--- config.mk ---
export PLATFORM = sky130hd
export DESIGN_NAME = qrtm_queue
export DESIGN_NICKNAME = d
export VERILOG_FILES = /design/src/rtl/qrtm_pkg.sv /design/src/rtl/qrtm_queue.sv
export SDC_FILE = /design/constraint.sdc
export NUM_CORES = 1
export LEC_CHECK = 0
export ABC_AREA = 1
export BUFFER_PORTS_ARGS = -buffer_cell sky130_fd_sc_hd__buf_2
export CORE_AREA = 2 2 157 159
export DETAILED_ROUTE_END_ITERATION = 8
export DIE_AREA = 0 0 159 161
export GPL_TIMING_DRIVEN = 0
export PLACE_DENSITY = 0.75
export RECOVER_POWER = 50
export SLEW_MARGIN = 0
export SYNTH_ARGS = -nofsm -noshare
export SYNTH_HDL_FRONTEND = slang
export SYNTH_SLANG_ARGS = --single-unit
--- constraint.sdc ---
create_clock -name clock -period 23.9 [get_ports clock]
set_clock_uncertainty 0.1 [all_clocks]
set_input_delay 2.39 -clock clock [delete_from_list [all_inputs] [get_ports clock]]
set_output_delay 2.39 -clock clock [all_outputs]
set_load 0.05 [all_outputs]
--- src/rtl/qrtm_pkg.sv ---
package qrtm_pkg;

   localparam int unsigned SpeedW    = 16;
   localparam int unsigned SqW       = 32;
   localparam int unsigned ThrustW   = 34;
   localparam int unsigned TorqueW   = 44;
   localparam int unsigned ParamW    = 16;
   localparam int unsigned CoefW     = 20;
   localparam int unsigned TermW     = 52;
   localparam int unsigned AccW      = 55;
   localparam int unsigned WinW      = 6;
   localparam int unsigned CsrIdxW   = 3;
   localparam int unsigned CsrDataW  = 16;
   localparam int unsigned NumRotors = 4;
   localparam int unsigned NumTerms  = 12;

   localparam int unsigned WindowMaxDefault = 32;

   localparam logic [WinW-1:0]   WindowLenReset = 6'd20;
   localparam logic [ParamW-1:0] ThrustCoefReset = 16'd26624;
   localparam logic [ParamW-1:0] DragRatioReset  = 16'd205;
   localparam logic [ParamW-1:0] ArmXReset       = 16'd614;
   localparam logic [ParamW-1:0] ArmYOuterReset  = 16'd1024;
   localparam logic [ParamW-1:0] ArmYInnerReset  = 16'd778;

   typedef enum logic [CsrIdxW-1:0] {
      REG_WINDOW_LEN  = 3'd0,
      REG_THRUST_COEF = 3'd1,
      REG_DRAG_RATIO  = 3'd2,
      REG_ARM_X       = 3'd3,
      REG_ARM_Y_OUTER = 3'd4,
      REG_ARM_Y_INNER = 3'd5
   } reg_index_type;

   typedef enum logic [1:0] {
      COEF_OUTER = 2'd0,
      COEF_INNER = 2'd1,
      COEF_X     = 2'd2,
      COEF_DRAG  = 2'd3
   } coef_sel_type;

   typedef struct packed {
      logic [WinW-1:0]   window_len;
      logic [ParamW-1:0] thrust_coef;
      logic [ParamW-1:0] drag_ratio;
      logic [ParamW-1:0] arm_x;
      logic [ParamW-1:0] arm_y_outer;
      logic [ParamW-1:0] arm_y_inner;
   } cfg_type;

   typedef struct packed {
      logic [NumRotors-1:0][SqW-1:0] sq;
      logic [ThrustW-1:0]            thrust;
   } tick_type;

   // Term t covers axis t/4 and rotor t%4.
   function automatic coef_sel_type term_coef(input logic [3:0] term);
      coef_sel_type sel;
      case (term)
         4'd0, 4'd2:  sel = COEF_OUTER;
         4'd1, 4'd3:  sel = COEF_INNER;
         4'd4, 4'd5, 4'd6, 4'd7: sel = COEF_X;
         default:     sel = COEF_DRAG;
      endcase
      return sel;
   endfunction

   function automatic logic term_neg(input logic [3:0] term);
      logic neg;
      case (term)
         4'd0, 4'd3, 4'd5, 4'd7, 4'd10, 4'd11: neg = 1'b1;
         default: neg = 1'b0;
      endcase
      return neg;
   endfunction

endpackage

--- src/rtl/qrtm_queue.sv ---
module qrtm_queue (
   input  logic                clock,
   input  logic                reset,
   input  logic                push,
   input  qrtm_pkg::tick_type  push_data,
   input  logic                pop,
   output qrtm_pkg::tick_type  pop_data,
   output logic                full,
   output logic                empty
);

   qrtm_pkg::tick_type entry_ff [2];
   logic wr_ptr_ff, rd_ptr_ff;
   logic [1:0] count_ff;

   assign full     = (count_ff == 2'd2);
   assign empty    = (count_ff == 2'd0);
   assign pop_data = entry_ff[rd_ptr_ff];

   always_ff @(posedge clock) begin
      if (reset) begin
         wr_ptr_ff <= 1'b0;
         rd_ptr_ff <= 1'b0;
         count_ff  <= 2'd0;
      end else begin
         if (push) begin
            wr_ptr_ff <= !wr_ptr_ff;
         end
         if (pop) begin
            rd_ptr_ff <= !rd_ptr_ff;
         end
         count_ff <= count_ff + {1'b0, push} - {1'b0, pop};
      end
      if (push) begin
         entry_ff[wr_ptr_ff] <= push_data;
      end
   end

endmodule

==> impl_metrics.yaml, run 1 <==
drt:
  ant_nets: 0
  wl_per_cell_um: 18.45
  vias: 6215
  drtPass1Iterations: 4
  viasPerCell: 4.944
  drt_iter0_drc: 292
  drcViolationCount: 0
  routed_wl_mm: 23.19
critical_path:
  critPathKind: "input port to flop"
  cp.required_ns: 23.96
  reg2reg_slack_ns: 19.12
  timing.rr.end: "entry_ff[1][148]$_DFFE_PP_"
  worstPathMaxFanout: 83
  slowest_stage: "clkinvlp_2"
  setup.worst_path.start_class: "input port"
  cp_cell_sequence: "clkbuf_1, nand2_1, clkinvlp_2, buf_16"
  crit_path_end_kind: "flop"
  critPathMaxStageDelay_ns: 2.74
  r2r_start: "wr_ptr_ff$_SDFFE_PP0P_"
  r2r_cells: 3
  cp.arrival_ns: 6.54
die:
  io_pins: 330
  fp.dieW_um: 159
  die_h_um: 161
  die_area_mm2: 0.02560
  rows: 57
  core_area_mm2: 0.02396
  start_util_pct: 51.04
placed_design:
  gp_congestion: 0.7351
  dpl_worst_slack_ns: 19.47
  io_buffers: 329
  dp_hpwl_mm: 15.93
status:
  status: "finished with violations"
  violations: "capacitance limit, slew limit"
pwr:
  p_int_mw: 1.056
  power_density_mw_per_mm2: 92.30
  p_leak_nw: 5.843
  irDropWorstVdd_v: 0.00007069
  p_total_mw: 1.424
  p_sw_mw: 0.3685
  seq_power_share_pct: 47.5
  p_clk_share_pct: 36.1
  swShare_pct: 25.87
  combPwrFrac_pct: 16.4
finish:
  fillers: 1731
  nets: 1074
  drive_above_1_share_pct: 51.99
  areaGrowthSynthToFinish_pct: 26.17
  layout.cells.most_common: "edfxtp_1"
  regArea_mm2: 0.009829
  final_cell_mix: "edfxtp_1, buf_2, clkbuf_1"
  multi_input_area_mm2: 0.002226
global_route:
  grt_antenna_before_repair: 4
  grt-ovfl-total: 0
  grt_pass1_wl_mm: 35.22
  grt_max_degree: 84
  track_usage_pct: 17.89
  grt_pass1_vias: 6495
clock_network:
  root_buffer: "clkbuf_16"
  cts_sinks: 329
  ctsResizeCount: 0
  clk_pin_slew_worst_paths_ns: 0.06
  cts_made_buffers: 34
  clockBufferDepth: 3
  cts_tree: "yes"
  cts_setup_buffers: 0
  hold_buffers: 0
  h-tree-depth: 2
  clock_latency_ns: 0.49
sta:
  worstMarginPinSlew_ns: 3.727
  final_max_slew_viol_count: 81
  finalCriticalPeriod_ns: 6.478
  rsz0062_at_grt: "false"
  fin_tns_setup_ns: 0
  finalWorstSetupSlack_ns: 17.42
  setup_violations: 0
  final_hold_viol_count: 0
  finalCritPeriodShare_pct: 27.11
  max-slew-margin-rel_pct: -149.8
  fmax_ghz: 0.1544
synth:
  syn_avg_cell_area_um2: 22.86
  synth.distinct_cells: 14
  ys_seq_area_share_pct: 80.37
  ys_warn_count: 0
  synthCells: 535
  syn_nets: 703
  ys_ff_latch: 329
  synthesis.area_mm2: 0.01223
worst_hold_path:
  hold_path.startpoint: "rd_ptr_ff$_SDFFE_PP0P_"
  hold_class: "flop to flop"
  hold_depth: 2
  hold_end: "rd_ptr_ff$_SDFFE_PP0P_"
run:
  drv_cap: 1
==> registers in the layout, summed over array words and instances (netlist names), named ones only <==
register / cells
rd_ptr_ff: 1
wr_ptr_ff: 1
count_ff: 2
entry_ff: 324
==> cell type report <==
class	instances	area share [%]
sequential	329	63.70
antenna	2	0.03243
inverter	8	0.2027
buffer	18	0.9892
clock inverter	13	0.8757
tap	324	2.627
multi-input combinational	180	14.42
clock buffer	48	6.268
timing repair buffer	335	10.88
==> kinds of logic (layout without fill, tap and decap cells) <==
| kind of cell | after synthesis | count (layout) | share of synthesized area, % |
|---|---|---|---|
| xor+xnor | 1 | 1 | 0.07162 |
| fa+ha+maj | 2 | 2 | 0.2046 |
| simple gates | 14 | 14 | 0.4500 |
| mux | 162 | 162 | 17.37 |
| other cells | 0 | 2 | 0 |
| compound gates | 1 | 1 | 0.04088 |
| flops | 329 | 329 | 80.37 |
| buf+inv | 26 | 422 | 1.494 |
==> synthesized netlist by cell type (all sizes together) <==
cell,n,area [um2]
edfxtp,324,9729
buf,18,152.7
nand2,4,15.01
nor3,1,5.000
nor2,8,30.03
xnor2,1,8.760
mux2,162,2125
inv,8,30.03
a21oi,1,5.000
dfxtp,5,100.1
nand3,1,5.000
ha,2,25.02
==> power groups by stage <==
stage	logic, mW	registers, mW	clock network [mW]
after floorplan	0.177	0.692	0
after global placement	0.231	0.696	0
after detailed placement	0.237	0.688	0
after CTS	0.238	0.676	0.527
after global routing	0.244	0.679	0.548
final	0.234	0.677	0.514
==> worst max path at each step <==
| stage | start | endpoint | slack, ns | depth (start not counted) |
|---|---|---|---|---|
| 6_report | push | entry_ff[1][148]$_DFFE_PP_ | 17.42 | 4 |
| 5_1_grt | push | entry_ff[1][148]$_DFFE_PP_ | 16.93 | 4 |
| 4_1_cts | flop | pop_data[86] | 19.41 | 5 |
| 3_5_place_dp | push | entry_ff[0][0]$_DFFE_PP_ | 19.47 | 6 |
| 3_3_place_gp | push | entry_ff[0][0]$_DFFE_PP_ | 9.88 | 3 |
| 2_1_floorplan | push | entry_ff[0][0]$_DFFE_PP_ | 13.91 | 2 |
==> worst max-delay path: cells and delay by family <==
| family | cells | cell delay [ns] |
|---|---|---|
| buffers and inverters | 3 | 3.97 |
| and+or+nand+nor | 1 | 0.10 |
==> metal layers <==
metal | global-route usage (%) | vias to the layer above | share of wire (%)
met2 | 31.11 | 278 | 50
met4 | 5.950 | 4 | 2.5
li1 | - | 2876 | -
met3 | 6.574 | 45 | 9.3
met5 | 0 | - | 0.12
met1 | 20.66 | 3012 | 38
==> per-stage QoR <==
stage | instances | utilization (%) | cell area [um2] | hold slack, ns
finish | 1257 | 64.40 | 15430 | 0.4160
global route | 1256 | 64.38 | 15430 | 0.4455
CTS | 1255 | 64.80 | 15530 | 0.4168
detailed placement | 1194 | 60.20 | 14430 | 0.3974
global placement | 1188 | 59.60 | 14280 | 0.3915
floorplan | 535 | - | 12230 | 0.3799
No activity file was read; power rests on OpenSTA's default activity.
==> run 2: changes to the inputs <==
ABC_AREA = 0   (was 1)
CORE_AREA = 2 2 165 167   (was 2 2 157 159)
DIE_AREA = 0 0 167 169   (was 0 0 159 161)
PLACE_DENSITY = 0.72   (was 0.75)
clock period = 5.61 ns   (was 23.9 ns; I/O delays follow)
==> impl_metrics.yaml, run 2 <==
global_route:
  grtUsageMet2_pct: 28.16
  grt_pass1_wl_mm: 35.71
  grt_max_degree: 65
  grt_pass1_vias: 6468
  grt_util_met3_pct: 5.214
  grt-ovfl-total: 0
  use_met1_pct: 19.30
  grt_antenna_before_repair: 2
  gr-max-usage-layer: "met2"
  track_usage_pct: 16.18
sta:
  finalCritPeriodShare_pct: 66.67
  finalWorstSetupSlack_ns: 1.870
  fmax_ghz: 0.2674
  max-slew-margin-rel_pct: -89.48
  setup_violations: 0
  hold_ws_ns: 0.09587
  final_max_slew_viol_count: 57
  fin_tns_setup_ns: 0
  final_hold_viol_count: 0
  rsz0062_at_grt: "false"
  finalCriticalPeriod_ns: 3.740
  worstMarginPinSlew_ns: 2.841
drt:
  viasPerCell: 4.933
  wl_per_cell_um: 19.16
  drcViolationCount: 0
  drtPass1Iterations: 5
  ant_nets: 0
  drt_iter0_drc: 441
  vias: 6215
  routed_wl_mm: 24.14
placed_design:
  io_buffers: 329
  placed_area_mm2: 0.01450
  dpl_worst_slack_ns: 3.126
  gp_congestion: 0.7060
  dp_hpwl_mm: 16.34
critical_path:
  critPathKind: "flop to flop"
  cp_cell_sequence: "nor2b_1, clkbuf_1, buf_12, buf_12"
  cpLargestDelayFamily: "buffers and inverters"
  critPathMaxStageDelay_ns: 1.28
  cp.required_ns: 5.76
  worstPathMaxFanout: 28
  crit_path_end_kind: "flop"
  slowest_stage: "nor2b_1"
  path_buf_inv: 3
  r2r_start: "wr_ptr_ff$_SDFFE_PP0P_"
  reg2reg_slack_ns: 1.87
  critPathLaunch: "wr_ptr_ff$_SDFFE_PP0P_"
  cp_common_cell: "buf_12"
  cp.arrival_ns: 3.89
  setup.worst_path.start_class: "flop"
synth:
  yosys.area.top_type: "edfxtp_1"
  ys_ff_latch: 329
  async_flop_share_pct: 0
  synth_edf_count: 324
  ys_seq_area_share_pct: 80.42
  syn_nets: 693
  syn_avg_cell_area_um2: 23.28
  synthCells: 525
  ys_warn_count: 0
  synth_top_area_share_pct: 79.60
  synth.top_cells.by_count: "edfxtp_1, mux2_2, mux2_4"
  synthTopCellsByArea: "edfxtp_1, mux2_4, mux2_2, buf_6, dfxtp_1"
  synth_ff_type: "edfxtp_1"
  synth.distinct_cells: 13
  synth.most_common_cell: "edfxtp_1"
  synthesis.area_mm2: 0.01222
finish:
  areaGrowthSynthToFinish_pct: 26.09
  fillers: 2009
  final_cell_mix: "edfxtp_1, buf_2, mux2_2"
  multi_input_area_mm2: 0.002233
  largest_register_ffs: 324
  drive_above_1_share_pct: 53.92
  postLayoutCellArea_mm2: 0.01541
  top_regs: "entry_ff x324, count_ff x2"
  nets: 1063
  regArea_mm2: 0.009829
  top_register: "entry_ff"
  layout.cells.most_common: "edfxtp_1"
die:
  core_area_mm2: 0.02650
  die_area_mm2: 0.02822
  start_util_pct: 46.12
  die_h_um: 169
  rows: 60
  io_pins: 330
  fp.dieW_um: 167
status:
  status: "finished with violations"
  violations: "capacitance limit, slew limit"
clock_network:
  cts_tree: "yes"
  cts_sinks: 329
  clockBufferDepth: 3
  clock_latency_ns: 0.54
  clk_pin_slew_worst_paths_ns: 0.06
  ctsResizeCount: 0
  cts_made_buffers: 31
  hold_buffers: 0
  h-tree-depth: 1
  root_buffer: "clkbuf_16"
  cts_setup_buffers: 0
worst_hold_path:
  hold_path.startpoint: "push_data[66]"
  hold_class: "input port to flop"
pwr:
  irDropWorstVdd_v: 0.0003142
  power_density_mw_per_mm2: 397.1
  p_leak_nw: 5.829
run:
  drv_cap: 3
## run 2: changes by cell type in the layout (fill, tap and decap cells not counted), sizes merged, moves of 3 or more
cell,before,now
clkbuf,123,101
buf,278,286
clkinv,10,15
inv,7,2
nand2,4,0
bufinv,3,6
nor2,8,5
nor2b,0,3
## run 2: routing by layer
metal  vias to the layer above  share of wire [%]
li1                       2833                  -
met1                      3068                 39
met2                       265                 50
met3                        47                9.0
met4                         2                2.4
met5                         -              0.066
## run 2: metrics by stage
step           cells  util, %  total power, mW
3_3_place_gp    1195    53.96            4.045
2_1_floorplan    525        -            3.779
5_1_grt         1260    58.16            6.340
6_report        1260    58.16            6.120
3_5_place_dp    1203    54.70            4.054
4_1_cts         1259    58.65            6.209
## run 2: final cells by class
class / instances / area share, %
Antenna cell: 1 / 0.01624
Sequential cell: 329 / 63.78
Multi-Input combinational cell: 176 / 14.49
Timing Repair Buffer: 337 / 11.11
Tap cell: 341 / 2.768
Clock inverter: 24 / 1.737
Inverter: 2 / 0.04871
Clock buffer: 32 / 5.058
Buffer: 18 / 0.9904
## run 2: logic make-up (layout without fill, tap and decap cells)
| logic type | after synthesis | count (layout) | synth area share [%] |
|---|---|---|---|
| adder cells (fa/ha/maj) | 2 | 2 | 0.2047 |
| other | 0 | 1 | 0 |
| flip-flops | 329 | 329 | 80.42 |
| buffers and inverters | 20 | 413 | 1.310 |
| AND/OR/NAND/NOR | 9 | 9 | 0.3583 |
| XOR/XNOR | 3 | 3 | 0.3276 |
| multiplexers | 162 | 162 | 17.38 |
## run 2: worst reg2reg max path, cell delays in order, from the launching register on
cell	delay [ns]
dfxtp_1	0.32
nor2b_1	1.28
clkbuf_1	1.17
buf_12	0.32
buf_12	0.23
## run 2: where the power goes
group / total (mW) / switching (mW) / internal, mW
Combinational: 1.07 / 0.743 / 0.331
Clock: 2.14 / 0.863 / 1.28
Sequential: 2.91 / 0.0355 / 2.87
Total: 6.12 / 1.64 / 4.48
## run 2: worst paths after layout
path / endpoint / cells after the start
max: entry_ff[0][136]$_DFFE_PP_ / 4
min: entry_ff[1][66]$_DFFE_PP_ / 1
max reg2reg: entry_ff[0][136]$_DFFE_PP_ / 4
min reg2reg: rd_ptr_ff$_SDFFE_PP0P_ / 2
