`config.mk`:
```
export PLATFORM = sky130hd
export DESIGN_NAME = qrtm_front_flat
export DESIGN_NICKNAME = d
export VERILOG_FILES = /design/src/rtl/qrtm_pkg.sv /design/src/rtl/qrtm_if.sv /design/src/rtl/qrtm_front.sv /design/src/flat_wrapper.sv
export SDC_FILE = /design/constraint.sdc
export NUM_CORES = 1
export LEC_CHECK = 0
export BUFFER_PORTS_ARGS = -buffer_cell sky130_fd_sc_hd__buf_2
export CAP_MARGIN = 10
export CORE_MARGIN = 10
export CORE_UTILIZATION = 30
export DETAILED_ROUTE_END_ITERATION = 16
export GPL_TIMING_DRIVEN = 0
export PLACE_DENSITY = 0.45
export SYNTH_ARGS = -nofsm -noshare
export SYNTH_HDL_FRONTEND = slang
export SYNTH_SLANG_ARGS = --single-unit
```
`constraint.sdc`:
```
create_clock -name clock -period 25.2 [get_ports clock]
set_clock_uncertainty 0.05 [all_clocks]
set_input_delay 1.26 -clock clock [delete_from_list [all_inputs] [get_ports clock]]
set_output_delay 1.26 -clock clock [all_outputs]
set_load 0.02 [all_outputs]
```
`src/rtl/qrtm_pkg.sv`:
```
package qrtm_pkg;

   localparam int unsigned SpeedW    = 16;
   localparam int unsigned SqW       = 32;
   localparam int unsigned ThrustW   = 34;
   localparam int unsigned TorqueW   = 44;
   localparam int unsigned ParamW    = 16;
   localparam int unsigned CoefW     = 20;
   localparam int unsigned TermW     = 52;
   localparam int unsigned AccW      = 55;
   localparam int unsigned WinW      = 6;
   localparam int unsigned CsrIdxW   = 3;
   localparam int unsigned CsrDataW  = 16;
   localparam int unsigned NumRotors = 4;
   localparam int unsigned NumTerms  = 12;

   localparam int unsigned WindowMaxDefault = 32;

   localparam logic [WinW-1:0]   WindowLenReset = 6'd20;
   localparam logic [ParamW-1:0] ThrustCoefReset = 16'd26624;
   localparam logic [ParamW-1:0] DragRatioReset  = 16'd205;
   localparam logic [ParamW-1:0] ArmXReset       = 16'd614;
   localparam logic [ParamW-1:0] ArmYOuterReset  = 16'd1024;
   localparam logic [ParamW-1:0] ArmYInnerReset  = 16'd778;

   typedef enum logic [CsrIdxW-1:0] {
      REG_WINDOW_LEN  = 3'd0,
      REG_THRUST_COEF = 3'd1,
      REG_DRAG_RATIO  = 3'd2,
      REG_ARM_X       = 3'd3,
      REG_ARM_Y_OUTER = 3'd4,
      REG_ARM_Y_INNER = 3'd5
   } reg_index_type;

   typedef enum logic [1:0] {
      COEF_OUTER = 2'd0,
      COEF_INNER = 2'd1,
      COEF_X     = 2'd2,
      COEF_DRAG  = 2'd3
   } coef_sel_type;

   typedef struct packed {
      logic [WinW-1:0]   window_len;
      logic [ParamW-1:0] thrust_coef;
      logic [ParamW-1:0] drag_ratio;
      logic [ParamW-1:0] arm_x;
      logic [ParamW-1:0] arm_y_outer;
      logic [ParamW-1:0] arm_y_inner;
   } cfg_type;

   typedef struct packed {
      logic [NumRotors-1:0][SqW-1:0] sq;
      logic [ThrustW-1:0]            thrust;
   } tick_type;

   // Term t covers axis t/4 and rotor t%4.
   function automatic coef_sel_type term_coef(input logic [3:0] term);
      coef_sel_type sel;
      case (term)
         4'd0, 4'd2:  sel = COEF_OUTER;
         4'd1, 4'd3:  sel = COEF_INNER;
         4'd4, 4'd5, 4'd6, 4'd7: sel = COEF_X;
         default:     sel = COEF_DRAG;
      endcase
      return sel;
   endfunction

   function automatic logic term_neg(input logic [3:0] term);
      logic neg;
      case (term)
         4'd0, 4'd3, 4'd5, 4'd7, 4'd10, 4'd11: neg = 1'b1;
         default: neg = 1'b0;
      endcase
      return neg;
   endfunction

endpackage

```
`src/rtl/qrtm_if.sv`:
```
interface qrtm_req_if;
   logic                           valid;
   logic                           ready;
   logic [qrtm_pkg::SpeedW-1:0]    rotor_speed_a;
   logic [qrtm_pkg::SpeedW-1:0]    rotor_speed_b;
   logic [qrtm_pkg::SpeedW-1:0]    rotor_speed_c;
   logic [qrtm_pkg::SpeedW-1:0]    rotor_speed_d;

   modport source (output valid, rotor_speed_a, rotor_speed_b, rotor_speed_c,
                   rotor_speed_d, input ready);
   modport sink   (input valid, rotor_speed_a, rotor_speed_b, rotor_speed_c,
                   rotor_speed_d, output ready);
endinterface


```
`src/rtl/qrtm_front.sv`:
```
module qrtm_front (
   input  logic                clock,
   input  logic                reset,
   qrtm_req_if.sink            req_ch,
   input  logic                q_full,
   output logic                q_push,
   output qrtm_pkg::tick_type  q_data
);

   typedef enum logic [1:0] {F_IDLE, F_SQUARE, F_PUSH} state_type;

   state_type state_ff, state_in;
   logic [qrtm_pkg::NumRotors-1:0][qrtm_pkg::SpeedW-1:0] speed_ff, speed_in;
   logic [1:0] step_ff, step_in;
   qrtm_pkg::tick_type tick_ff, tick_in;
   logic [qrtm_pkg::SqW-1:0] sq;

   assign req_ch.ready = (state_ff == F_IDLE);
   assign sq = speed_ff[step_ff] * speed_ff[step_ff];
   assign q_push = (state_ff == F_PUSH) && !q_full;
   assign q_data = tick_ff;

   always_comb begin
      state_in = state_ff;
      speed_in = speed_ff;
      step_in  = step_ff;
      tick_in  = tick_ff;
      unique case (state_ff)
         F_IDLE: begin
            if (req_ch.valid) begin
               speed_in = {req_ch.rotor_speed_d, req_ch.rotor_speed_c,
                           req_ch.rotor_speed_b, req_ch.rotor_speed_a};
               step_in  = 2'd0;
               tick_in.thrust = '0;
               state_in = F_SQUARE;
            end
         end
         F_SQUARE: begin
            tick_in.sq[step_ff] = sq;
            tick_in.thrust = tick_ff.thrust + qrtm_pkg::ThrustW'(sq);
            step_in = step_ff + 2'd1;
            if (step_ff == 2'd3) begin
               state_in = F_PUSH;
            end
         end
         F_PUSH: begin
            if (!q_full) begin
               state_in = F_IDLE;
            end
         end
         default: state_in = F_IDLE;
      endcase
   end

   always_ff @(posedge clock) begin
      if (reset) begin
         state_ff <= F_IDLE;
      end else begin
         state_ff <= state_in;
      end
      speed_ff <= speed_in;
      step_ff  <= step_in;
      tick_ff  <= tick_in;
   end

endmodule

```
`src/flat_wrapper.sv`:
```
// flat-port wrapper written by rule: the top's interface ports become plain ports
module qrtm_front_flat 
  (clock, reset, q_full, q_push, q_data, req_ch_valid, req_ch_rotor_speed_a, req_ch_rotor_speed_b, req_ch_rotor_speed_c, req_ch_rotor_speed_d, req_ch_ready);
  qrtm_req_if req_ch_i ();
  input  logic clock;
  input  logic reset;
  input  logic q_full;
  output logic q_push;
  output qrtm_pkg::tick_type q_data;
  input wire logic [$bits(req_ch_i.valid)-1:0] req_ch_valid;
  input wire logic [$bits(req_ch_i.rotor_speed_a)-1:0] req_ch_rotor_speed_a;
  input wire logic [$bits(req_ch_i.rotor_speed_b)-1:0] req_ch_rotor_speed_b;
  input wire logic [$bits(req_ch_i.rotor_speed_c)-1:0] req_ch_rotor_speed_c;
  input wire logic [$bits(req_ch_i.rotor_speed_d)-1:0] req_ch_rotor_speed_d;
  output wire logic [$bits(req_ch_i.ready)-1:0] req_ch_ready;
  assign req_ch_i.valid = req_ch_valid;
  assign req_ch_i.rotor_speed_a = req_ch_rotor_speed_a;
  assign req_ch_i.rotor_speed_b = req_ch_rotor_speed_b;
  assign req_ch_i.rotor_speed_c = req_ch_rotor_speed_c;
  assign req_ch_i.rotor_speed_d = req_ch_rotor_speed_d;
  assign req_ch_ready = req_ch_i.ready;
  qrtm_front u_core (.clock(clock), .reset(reset), .req_ch(req_ch_i), .q_full(q_full), .q_push(q_push), .q_data(q_data));
endmodule
```
==> flow_metrics.tcl, run 1 <==
set metrics [dict create \
    synth_ff_type "edfxtp_1" \
    grt_pass1_wl_um 73900 \
    overflow 0 \
    period_share 0.424 \
    nets 2155 \
    synth-compound-area-share 0.0861 \
    cts_tree "done" \
    antenna_found_initial 1 \
    cp_data_arrival_time_ns 10.93 \
    syn-instance-count 1527 \
    crit_slowest_cell "xnor2_1" \
    drt-total-wl_um 48300 \
    final_common_cell "inv_1" \
    drt_iter0_drc 596 \
    async_flop_share 0 \
    postCtsSetupRepairBufs 0 \
    fmax_mhz 93.7 \
    period_needed_ns 10.67 \
    die-area_mm2 0.0669 \
    yosysTopAreaCell "edfxtp_1" \
    postCtsResizedCells 0 \
    place_inst 2515 \
    area_growth_pct 17.5 \
    synth_enable_flop_cells 224 \
    place_area_mm2 0.0192 \
    slew_headroom 0.176 \
    synth_top_family_by_area "adder cells" \
    start_util 0.303 \
    path_clk_slew_ns 0.06 \
    drc 0 \
    worst_pin_slew_ns 1.23 \
    crit_type "flip-flop to flip-flop" \
    yosysTopAreaCellShare 0.393 \
    cts_made_buffers 27 \
    startpoint_type "flip-flop" \
    ant_nets 0 \
    setup-violations-final 0 \
    cp_common_cell "inv_1" \
    drv_cap 0 \
    root_buffer "clkbuf_16" \
    max_stage_delay_ns 0.72 \
    wl_per_cell_um 18.8 \
    cp-end-kind "flip-flop" \
    design_area_mm2 0.0201 \
    core_area_mm2 0.0564 \
    layout_common_cells "250 x inv_1, 244 x buf_2, 224 x edfxtp_1" \
    syn-cell-area_mm2 0.0171 \
    rsz0062_at_grt "false" \
    tns_ns 0 \
    synthAdderAreaFrac 0.289 \
    die_y_um 259 \
    cp_top_family "adder cells" \
    synth_simple_gate_area_frac 0.101 \
    antennaDiodeCount 0 \
    drive_gt1_frac 0.188 \
    grt_usage 0.142 \
    io_pins 232 \
    cts_hold_buf 0 \
    fp.dieW_um 259 \
    dr.pass1.iters 5 \
    ys_ff_latch 226 \
    cts.sinks 226 \
    gp_congestion 0.848 \
    via_per_inst 4.65 \
    yosys-mux-area-fraction 0.0264 \
    cp_max_fo 10 \
    required_ns 25.46 \
    slew_violations 0 \
    fin_cells 2563 \
    reg2reg_slack_ns 14.53 \
    seq_area_frac_synth 0.396 \
    grt_pass1_vias 12638 \
    clk_latency_ns 0.56 \
    clockBufferDepth 3 \
    grt_start_max_net_pins 66 \
    final_hold_viol_count 0 \
    path_buf_inv 11 \
    yosys_warnings 0 \
    htree_levels 1 \
    routed-via-count 11915 \
    avgSynthCellArea_um2 11.2 \
    synthXorXnorAreaFrac 0.0302 \
    hp-class "flip-flop to flip-flop" \
    rows 87 \
    status "complete, no violations" \
    dpl.hpwl_um 38800 \
    yosys-top-cells-area "edfxtp_1 39%, fa_1 19%, ha_1 10%" \
    io_buffers 227 \
    yosysUniqueCellTypes 76 \
]
-- kinds of logic after synthesis --
kind of cell	count (synthesis)
fa+ha+maj	299
flops	226
buf+inv	312
other cells	1
compound gates	220
xor+xnor	59
simple gates	373
mux	37
-- per-layer routing --
metal	vias to the layer above	global-route usage	wire [um]
met5	-	0	0
met2	246	0.244	23700
met3	74	0.0223	1970
met1	5916	0.180	21200
li1	5679	-	-
met4	0	0.0430	1430
-- synthesized netlist by cell type, types with 4 or more instances --
cell / count
mux2_2: 11
mux2_1: 4
inv_1: 251
mux4_2: 5
nand3_1: 19
mux2i_1: 17
edfxtp_1: 224
nor2b_1: 12
buf_1: 5
o21ai_1: 18
a31oi_1: 8
nor3_1: 18
nand2_1: 131
a21oi_1: 68
o21a_1: 14
nor2_1: 110
nand4_1: 18
and3_1: 8
nand2b_1: 6
nor3b_1: 4
o211ai_1: 6
o21ai_0: 22
a211o_1: 4
and2_1: 24
inv_2: 8
a211oi_1: 4
buf_4: 6
o21bai_1: 9
fa_1: 159
nor4_1: 4
buf_2: 17
xnor2_1: 39
xor2_1: 20
or3_1: 4
o2111ai_1: 4
ha_1: 140
clkbuf_1: 24
a21o_1: 24
-- final cells by class --
| type | instances | area [um2] |
|---|---|---|
| buffer | 53 | 250 |
| clock buffer | 31 | 691 |
| clock inverter | 17 | 163 |
| fill | 5779 | 36300 |
| inverter | 259 | 972 |
| multi-input combinational | 992 | 9130 |
| sequential | 226 | 6770 |
| tap | 756 | 946 |
| timing repair buffer | 229 | 1180 |
-- worst register-to-register path, delay by kind of cell (launching register included) --
kind / cells / cell delay (ns)
mux: 1 / 0.25
compound gates: 10 / 2.74
xor+xnor: 1 / 0.72
buf+inv: 11 / 1.57
flops: 1 / 0.40
simple gates: 5 / 0.82
fa+ha+maj: 8 / 3.89
-- sequential cells by signal, summed over array words and instances (netlist names) --
name / count
u_core.speed_ff: 64
u_core.q_data: 158
u_core.state_ff: 2
u_core.step_ff: 2
-- path summary, 6_finish.rpt --
kind / start / cells after the start / endpoint
setup / recovery: u_core.step_ff[0] / 36 / u_core.q_data[33]
hold / removal: u_core.state_ff[1] / 1 / u_core.state_ff[0]
setup reg to reg: u_core.step_ff[0] / 36 / u_core.q_data[33]
hold reg to reg: u_core.state_ff[1] / 1 / u_core.state_ff[0]
-- metrics by stage --
stage | hold slack, ns | setup WS [ns] | util
finish | 0.467 | 14.53 | 0.356
global route | 0.508 | 13.86 | 0.356
CTS | 0.469 | 14.42 | 0.356
global placement | 0.458 | 14.56 | 0.340
detailed placement | 0.460 | 14.45 | 0.341
floorplan | 0.420 | 16.75 | -
Power of run 1 is not shown: default switching activity piles up to over one toggle a cycle in this logic, so the estimate is an artifact.
==> inputs of run 2 (changes only) <==
--- a/config.mk
+++ b/config.mk
@@ -5,6 +5,7 @@
 export SDC_FILE = /design/constraint.sdc
 export NUM_CORES = 1
 export LEC_CHECK = 0
+export ABC_AREA = 1
 export BUFFER_PORTS_ARGS = -buffer_cell sky130_fd_sc_hd__buf_2
 export CAP_MARGIN = 10
 export CORE_MARGIN = 10
==> constraint.sdc (replaced) <==
create_clock -name clock -period 9.9 [get_ports clock]
set_clock_uncertainty 0.05 [all_clocks]
set_input_delay 0.495 -clock clock [delete_from_list [all_inputs] [get_ports clock]]
set_output_delay 0.495 -clock clock [all_outputs]
set_load 0.02 [all_outputs]
==> run 2 against run 1 <==
Effect of this change: maximum frequency grew 17%; design area increased by 2.4%; register-to-register slack lost 14 ns; non-clock buffer count is 18 lower; synthesized cell count grew 20%; sequential cell count stayed put; first-iteration DRC count rose by 0.67%; die area rose by 2.1%; hold slack got worse by 0.39 ns; core utilization hardly changed; critical endpoint is now u_core.q_data[30].
==> flow_metrics.tcl, run 2 <==
set metrics [dict create \
    status "complete, no violations" \
    timing.hold.ws_ns 0.0771 \
    drt_iter0_drc 600 \
    largest_reg_flops 158 \
    via_per_inst 4.44 \
    cp_data_arrival_time_ns 9.37 \
    ys_ff_latch 226 \
    io_pins 232 \
    core_area_mm2 0.0577 \
    avgSynthCellArea_um2 9.52 \
    rows 88 \
    clockBufferDepth 3 \
    yosys-top-cells-area "edfxtp_1 38%, fa_1 18%, ha_1 10%" \
    die-area_mm2 0.0683 \
    tns_ns 0 \
    syn-cell-area_mm2 0.0175 \
    crit_slowest_cell "xnor2_1" \
    hp-class "input pin to flip-flop" \
    drt-total-wl_um 51100 \
    nets 2467 \
    yosysTopAreaCell "edfxtp_1" \
    drv_cap 0 \
    cp_max_fo 10 \
    htree_levels 1 \
    fmax_mhz 110 \
    regArea_mm2 0.00677 \
    routed-via-count 12791 \
    area_growth_pct 17.7 \
    layout_common_cells "410 x nand2_1, 364 x inv_1, 239 x buf_2" \
    postCtsResizedCells 0 \
    slew_violations 0 \
    cts_made_buffers 27 \
    grt_pass1_vias 13240 \
    path_clk_slew_ns 0.06 \
    grt_pass1_wl_um 78200 \
    wl_per_cell_um 17.7 \
    worst_pin_slew_ns 1.27 \
    period_needed_ns 9.12 \
    cp_common_cell "fa_1" \
    multiInputGateArea_mm2 0.00913 \
    yosysUniqueCellTypes 39 \
    overflow 0 \
    seq_area_frac_synth 0.387 \
    synth_common_cells "411 x nand2_1, 365 x inv_1, 224 x edfxtp_1" \
    dpl.hpwl_um 42300 \
    fp.dieW_um 261 \
    yosysTopAreaCellShare 0.385 \
    final_common_cell "nand2_1" \
    slew_headroom 0.150 \
    required_ns 10.15 \
    die_y_um 261 \
    clk_latency_ns 0.54 \
    drive_gt1_frac 0.160 \
    synth_ff_type "edfxtp_1" \
    setup-violations-final 0 \
    grt_usage 0.148 \
    cts_tree "done" \
    synth_enable_flop_cells 224 \
    max_stage_delay_ns 0.79 \
    final_hold_viol_count 0 \
    dr.pass1.iters 5 \
    grt_start_max_net_pins 45 \
    num-fill-cells 5940 \
    ant_nets 0 \
    crit_type "flip-flop to flip-flop" \
    syn-instance-count 1835 \
    start_util 0.303 \
    async_flop_share 0 \
    startpoint_type "flip-flop" \
    postCtsSetupRepairBufs 0 \
    antennaDiodeCount 0 \
    cp-end-kind "flip-flop" \
    gp_congestion 0.918 \
    io_buffers 227 \
    antenna_found_initial 1 \
    period_share 0.921 \
    yosys_warnings 0 \
    yosysMostFrequentCell "nand2_1" \
    rsz0062_at_grt "false" \
    cts.sinks 226 \
    cts_hold_buf 0 \
    drc 0 \
    root_buffer "clkbuf_16" \
]
[run 2: final timing paths]
| check | end | depth (start not counted) | slack, ns | startpoint |
|---|---|---|---|---|
| hold / removal | u_core.state_ff[0] | 2 | 0.08 | reset |
| hold reg to reg | u_core.state_ff[1] | 2 | 0.47 | u_core.state_ff[1] |
| setup reg to reg | u_core.q_data[30] | 32 | 0.78 | u_core.step_ff[1] |
| setup / recovery | u_core.q_data[30] | 32 | 0.78 | u_core.step_ff[1] |
[run 2: area by class of cell]
type,count,area share
multi-input cells,1202,0.444
flip-flops and latches,226,0.329
inverters,379,0.0692
repair buffers,233,0.0611
well taps,765,0.0465
clock buffers,30,0.0334
plain buffers,31,0.0100
clock inverters,18,0.00688
[run 2: logic make-up after synthesis]
family,count (synthesis),share of synthesized area
AO/OA/AOI/OAI,163,0.0600
XOR/XNOR,32,0.0160
adder cells (fa/ha/maj),299,0.282
buffers and inverters,410,0.0933
flip-flops,226,0.387
other,1,0.000215
AND/OR/NAND/NOR,704,0.161
[run 2: stage by stage]
stage | cells | setup WS (ns) | area, um2 | util
after global placement | 2830 | 0.766 | 19600 | 0.339
after floorplan | 1838 | 2.73 | 17500 | -
final | 2884 | 0.781 | 20600 | 0.356
after global routing | 2884 | 0.248 | 20600 | 0.356
after CTS | 2884 | 0.741 | 20600 | 0.356
after detailed placement | 2836 | 0.740 | 19700 | 0.342
[run 2: critical path, delay by kind of cell, from the launching register on]
family                     cells  cell delay, ns
and+or+nand+nor               10            1.34
buffers and inverters          8            1.11
DFF                            1            0.61
adders and majority gates      8            3.77
xor gates and xnor gates       1            0.79
AOI/OAI and AO/OA              5            1.18
[run 2: per-layer routing]
layer  global-route usage  routed length (um)  part of all wire
met5                    0                   0                 0
met4               0.0392                1360             0.027
met3               0.0243                2730             0.054
met2                0.247               23700              0.46
met1                0.197               23200              0.46
Power of run 2 is left out for the same reason.
